File: src/csp_pkg.sv
package csp_pkg;

	// Default configuration
	localparam int unsigned PATH_MAX_DEF  = 65536;
	localparam int unsigned FRAC_BITS_DEF = 16;

	// Fixed field widths
	localparam int unsigned COORD_W = 32;
	localparam int unsigned IDX_W   = 16;
	localparam int unsigned MAG_W   = COORD_W + 1;   // magnitude of a coordinate difference
	localparam int unsigned PROD_W  = 2 * MAG_W;     // unsigned product of two magnitudes
	localparam int unsigned ACC_W   = PROD_W + 1;    // signed sum of two products

	// Input action codes
	typedef enum logic [1:0] {
		ACT_QUERY = 2'd0,
		ACT_POINT = 2'd1,
		ACT_END   = 2'd2
	} csp_action_t;

	// Sequencer states
	typedef enum logic [3:0] {
		ST_IDLE,
		ST_PT_MX,
		ST_PT_MY,
		ST_PT_UPD,
		ST_E_DIFF,
		ST_E_M0,
		ST_E_M1,
		ST_E_M2,
		ST_E_M3,
		ST_E_NUM,
		ST_E_DIV,
		ST_E_USAT,
		ST_E_P0,
		ST_E_P1,
		ST_E_P2,
		ST_E_FIN
	} csp_state_t;

	typedef struct packed {
		logic [1:0]                action;
		logic signed [COORD_W-1:0] px;
		logic signed [COORD_W-1:0] py;
	} in_item_t;

	typedef struct packed {
		logic                      empty_error;
		logic [IDX_W-1:0]          closest_index;
		logic [IDX_W-1:0]          neighbour_index;
		logic signed [COORD_W-1:0] closest_x;
		logic signed [COORD_W-1:0] closest_y;
		logic signed [COORD_W-1:0] neighbour_x;
		logic signed [COORD_W-1:0] neighbour_y;
		logic signed [COORD_W-1:0] ratio_u;
		logic signed [COORD_W-1:0] projected_x;
		logic signed [COORD_W-1:0] projected_y;
	} out_item_t;

	// Operands of the shared multiplier
	typedef struct packed {
		logic             en;
		logic [MAG_W-1:0] a;
		logic [MAG_W-1:0] b;
		logic             neg;
	} mul_op_t;

	// Magnitude of a signed 33-bit difference; fits 33 unsigned bits
	function automatic logic [MAG_W-1:0] mag33(input logic signed [MAG_W-1:0] v);
		logic [MAG_W-1:0] r;
		r = v[MAG_W-1] ? MAG_W'(-v) : MAG_W'(v);
		return r;
	endfunction

	// Saturate a wide signed value to the 32-bit signed range
	function automatic logic signed [COORD_W-1:0] sat32(input logic signed [ACC_W-1:0] v);
		logic signed [COORD_W-1:0] r;
		if (v > ACC_W'(64'sh7FFF_FFFF)) begin
			r = 32'sh7FFF_FFFF;
		end else if (v < -ACC_W'(64'sh8000_0000)) begin
			r = 32'sh8000_0000;
		end else begin
			r = COORD_W'(v);
		end
		return r;
	endfunction

endpackage

File: src/csp_mul.sv
module csp_mul (
	input  logic                          clk,
	input  csp_pkg::mul_op_t              op,
	output logic [csp_pkg::PROD_W-1:0]    prod,
	output logic                          prod_neg
);
	import csp_pkg::*;

	logic [PROD_W-1:0] prod_q;
	logic              neg_q;

	// Unsigned magnitude product, sign carried alongside
	always_ff @(posedge clk) begin
		if (op.en) begin
			prod_q <= PROD_W'(op.a) * PROD_W'(op.b);
			neg_q  <= op.neg;
		end
	end

	assign prod     = prod_q;
	assign prod_neg = neg_q;

endmodule

File: config.mk
export PLATFORM = sky130hd
export DESIGN_NAME = csp_mul
export DESIGN_NICKNAME = d
export VERILOG_FILES = /design/src/csp_pkg.sv /design/src/csp_mul.sv
export SDC_FILE = /design/constraint.sdc
export NUM_CORES = 2
export LEC_CHECK = 0
export CELL_PAD_IN_SITES_DETAIL_PLACEMENT = 0
export CELL_PAD_IN_SITES_GLOBAL_PLACEMENT = 1
export CORE_ASPECT_RATIO = 0.7
export CORE_UTILIZATION = 48
export CTS_CLUSTER_DIAMETER = 50
export DETAILED_ROUTE_END_ITERATION = 10
export DONT_BUFFER_PORTS = 1
export PLACE_DENSITY = 0.85
export SKIP_LAST_GASP = 1
export SLEW_MARGIN = 20
export SYNTH_ARGS = -nofsm -noshare
export SYNTH_HDL_FRONTEND = slang
export SYNTH_SLANG_ARGS = --single-unit
File: constraint.sdc
create_clock -name clk -period 7.62 [get_ports clk]
set_clock_uncertainty 0.05 [all_clocks]
set_input_delay 0 -clock clk [delete_from_list [all_inputs] [get_ports clk]]
set_output_delay 0 -clock clk [all_outputs]
set_load 0.02 [all_outputs]
# [Yosys cells after proc, flatten, opt, wreduce, memory -nomap -nowiden]
# Index checks and enable logic that the tools add are counted.
[op_classes] multipliers=1
[ops] cell="multiplier 33 x 33 -> 66 bit" count=1
[word_totals] register_bits=67 inputBits=69 output_inout_bits=67 wordCells=3

# [Longest topological paths before layout]
[depth] ltp_word=1 depth_mapped=30 depth_no_buf=28

# [Worst setup path after synthesis]
# No wires, ideal clock.
[synth_path] kind="input to register" start="in op[1] (netlist bit)" end="reg prod_q[58], in the netlist prod[58] (data pin)" arrival_ns=6.966 required_ns=7.309 path_slack_ns=0.344 stages=28 n_path_buf=2 cell_sequence="clkbuf_1 and2_1 fa_1 inv_1 fa_1 inv_1 fa_1 inv_1 fa_1 inv_1 fa_1 fa_1 fa_1 inv_1 fa_1 inv_1 ha_1 buf_2 nand2_1 or4_1 or3_1 o22ai_1 o211a_1 o21ai_2 nand3b_4 o31a_1 o21ai_2 xor2_1"
[synth_via] elab_chain_len=1
[synth_lines] element="start, declared" line_no="csp_mul.sv:3" rtl="input csp_pkg::mul_op_t op,"
[synth_lines] element="multiplier 33 x 33 -> 66 bit" line_no="csp_mul.sv:15" rtl="prod_q <= PROD_W'(op.a) * PROD_W'(op.b);"
[synth_lines] element="end signal, assigned" line_no="csp_mul.sv:15"
[synth_lines] element="end, declared" line_no="csp_mul.sv:9" rtl="logic [PROD_W-1:0] prod_q;"
# Every way passes these cells.
# A chain may end at the register's enable or synchronous reset.

# [Final worst setup path]
[layout_path] start="in op[10] (netlist bit)" end="reg prod_q[64], in the netlist prod[64] (data pin)"
# Same word-level chain as after synthesis.

==> results.md <==
- RSZ-0062 raised after global routing: no
- Pins over their slew limit: 0
- GR Util met2: 0.342
- Failing checks: hold timing
- CTS Buf Count: 9
- Grt met3 use: 0.143
- Top cell by count, worst path: fa_1
- EDFF count, synth: 67
- Dpl cell area: between 30000 and 40000 µm²
- Largest net degree at the start of global routing: between 60 and 70
- CP Data Required Time: 7.66 ns
- Crit path buffers/inverters: 4
- Initial antenna violation count: 4
- Placed Cells: 4914
- Fmax: between 0.1 and 0.15 GHz
- Post-synth top area share: 0.514
- Vias: 26.1k
- GR Overflow Total: 0
- Crit path arrival time: 7.28 ns
- Crit Path Category: in -> reg
- Starting Density: 0.485
- ANT nets after route: 0
- Io pins: 136
- Area growth from synthesis to layout: 3.05%
- Worst setup SP type: primary input
- Reg clk slew, reported paths: 0.06 ns
- Crit-path leading delay family: adder cells
- Final nets: 5180
- Post-Syn Instances: roughly 4.0k
- Final Non-Filler Cells: 4938
- Drt total wl: around 110000 µm
- Cell Area, Synth: 37300 µm²
- Main synth FF type: edfxtp_1
- Design Area, Final: 38400 µm²
- First-pass GRT wire length: 169000 µm
- CP Capture Type: flip-flop
- Hold depth: 1
- Number of post-CTS setup repair buffers: 0
- Sequential element share of the synthesized area: 0.0539
- GRT Util Overall: 0.284
- Core region area: 76900 µm²
- M1 GR Usage: 0.454
- I/O Buffers: 0
- Area leader, netlist: fa_1
- Max Cap Viol: 0
- Slew @ Worst Pin: 0.466 ns
- Synth top area cells: fa_1, inv_1, and2_1
- Final setup violation count: 0
- # DRC: 0
- Die H: around 240 µm
- Final count of hold timing violations: 4
- Crit Path Max Fanout: 33
- Setup TNS: 0 ns
- Max-slew headroom: 0.689
- Global placer's final weighted congestion: approximately 0.98
- CTS resizes: 0
- Final worst path period share: 0.951
- GR peak layer: met1
- Crit-path cells: and2_1, fa_1, fa_1, inv_1, fa_1, fa_1, inv_1, fa_1, fa_1, fa_1, inv_1, fa_1, inv_1, ha_1, nand2_1, nor2_1, nand3_1, nor3_1, o21ai_1, nand2_1, a21oi_1, and3b_1, o41ai_1, xor2_1
- Final HPWL DP: 87000 µm
- Layout Utilization: 0.500
- Row count: 85
- Routed vias/inst: 5.28
- Worst hold path class: in -> reg
- YS warnings: 0
- Delay of the slowest cell on the worst path: ~0.73 ns
- Ys async rst share: 0
- Result of the run: finished, violations left
- Min Tclk post-route: 7.25 ns
- Average wire per standard cell: 21.5 µm
- Crit path max-delay cell type: fa_1
- Share of cells above drive strength 1: 0.0139
- CTS H-tree depth: 3
- Count of cell types in the netlist: 57
- CTS tree: done
- Synthesis-stage register bit count: 67
- Hold EP: prod[65]
- Die W: 335 µm
- DRT iter0 DRCs: 2362
- Clock sink count: 67
- Worst Hold Slack: -0.0155 ns
- Root buffer cell: clkbuf_16
- Syn avg cell area: around 9.2 µm²
- Vias in the first global route: 27.0k
- Syn nets: 5341
- Clock Tree Buf Depth: 2
- HP Start: op[67]
- DR pass1 iterations: 7
- Die ar.: 78800 µm²
==> cell families (layout without fill, tap and decap cells) <==
family	count (synthesis)	in the layout	synth area share
AO/OA/AOI/OAI	201	201	0.0339
XOR/XNOR	65	65	0.0153
buffers and inverters	1260	1104	0.127
adder cells (fa/ha/maj)	1223	1223	0.603
other	0	1	0
AND/OR/NAND/NOR	1233	1233	0.167
flip-flops	67	67	0.0539
==> metal layers <==
layer  vias up  wire length [µm]
met4         2               945
met3        63             17900
met2      1405             38400
li1      11250                 -
met1     13330             48900
met5         -                13
==> registers in the layout (all words and copies together) (netlist names) <==
signal	flops
prod_neg	1
prod	66
==> repair_timing <==
item | 4_1_cts | 5_1_grt
hold endpoints to repair | 70 | 0
hold buffers | 7 | 0
setup endpoints to repair | 0 | 0
==> cells in the mapped netlist, types with 5 or more instances <==
library cell and count:
a211oi_1 5, a21o_1 31, a21oi_1 73, a31oi_1 6
and2_1 574, and3_1 7, clkbuf_1 209, edfxtp_1 67
fa_1 958, ha_1 265, inv_1 1048, nand2_1 567
nand3_1 10, nand4_1 16, nor2_1 33, nor2b_1 6
o21a_1 7, o21ai_0 15, o21ai_1 23, o21bai_1 8
xnor2_1 41, xor2_1 24
==> metrics by stage <==
step | setup WS (ns) | hold slack [ns]
6_report | 0.374 | -0.0155
5_1_grt | 0.0985 | 0.00843
4_1_cts | 0.399 | 0.000819
3_5_place_dp | 0.0298 | 0.0489
3_3_place_gp | 0.0637 | 0.0489
2_1_floorplan | 0.344 | 0.0489
==> cell usage in the layout, fill, tap and decap left out, types with 7 or more instances in the layout <==
cell,Yosys,routed
ha_1,265,265
fa_1,958,958
a21o_1,31,31
nor2_1,33,33
inv_1,1048,1048
o21bai_1,8,8
edfxtp_1,67,67
nand3_1,10,10
clkbuf_16,0,9
and2_1,574,574
nand2_1,567,567
buf_4,0,32
o21ai_1,23,23
o21ai_0,15,15
and3_1,7,7
xor2_1,24,24
nand4_1,16,16
o21a_1,7,7
a21oi_1,73,73
xnor2_1,41,41
==> final cells by class <==
| cell class | count | area (µm²) |
|---|---|---|
| diodes | 1 | 2.50 |
| flip-flops and latches | 67 | 2010 |
| inverters | 1049 | 3940 |
| clock buffers | 10 | 229 |
| multi-input cells | 2722 | 30600 |
| repair buffers | 39 | 328 |
| well taps | 1044 | 1310 |
| clock inverters | 6 | 65.1 |
| fillers | 7198 | 38500 |
==> how the worst max path moves through the flow <==
stage | endpoint | startpoint | cells after the start | slack, ns
2_1_floorplan | prod[58] | op[1] | 28 | 0.34
3_3_place_gp | prod[64] | op[60] | 24 | 0.06
3_5_place_dp | prod[58] | op[55] | 27 | 0.03
4_1_cts | prod[58] | op[55] | 27 | 0.40
5_1_grt | prod[64] | op[54] | 26 | 0.1
6_report | prod[64] | op[10] | 24 | 0.37
Power is left out: the tool's default activity adds up to more than one toggle a clock period on the data nets, which glitch-free logic cannot reach.
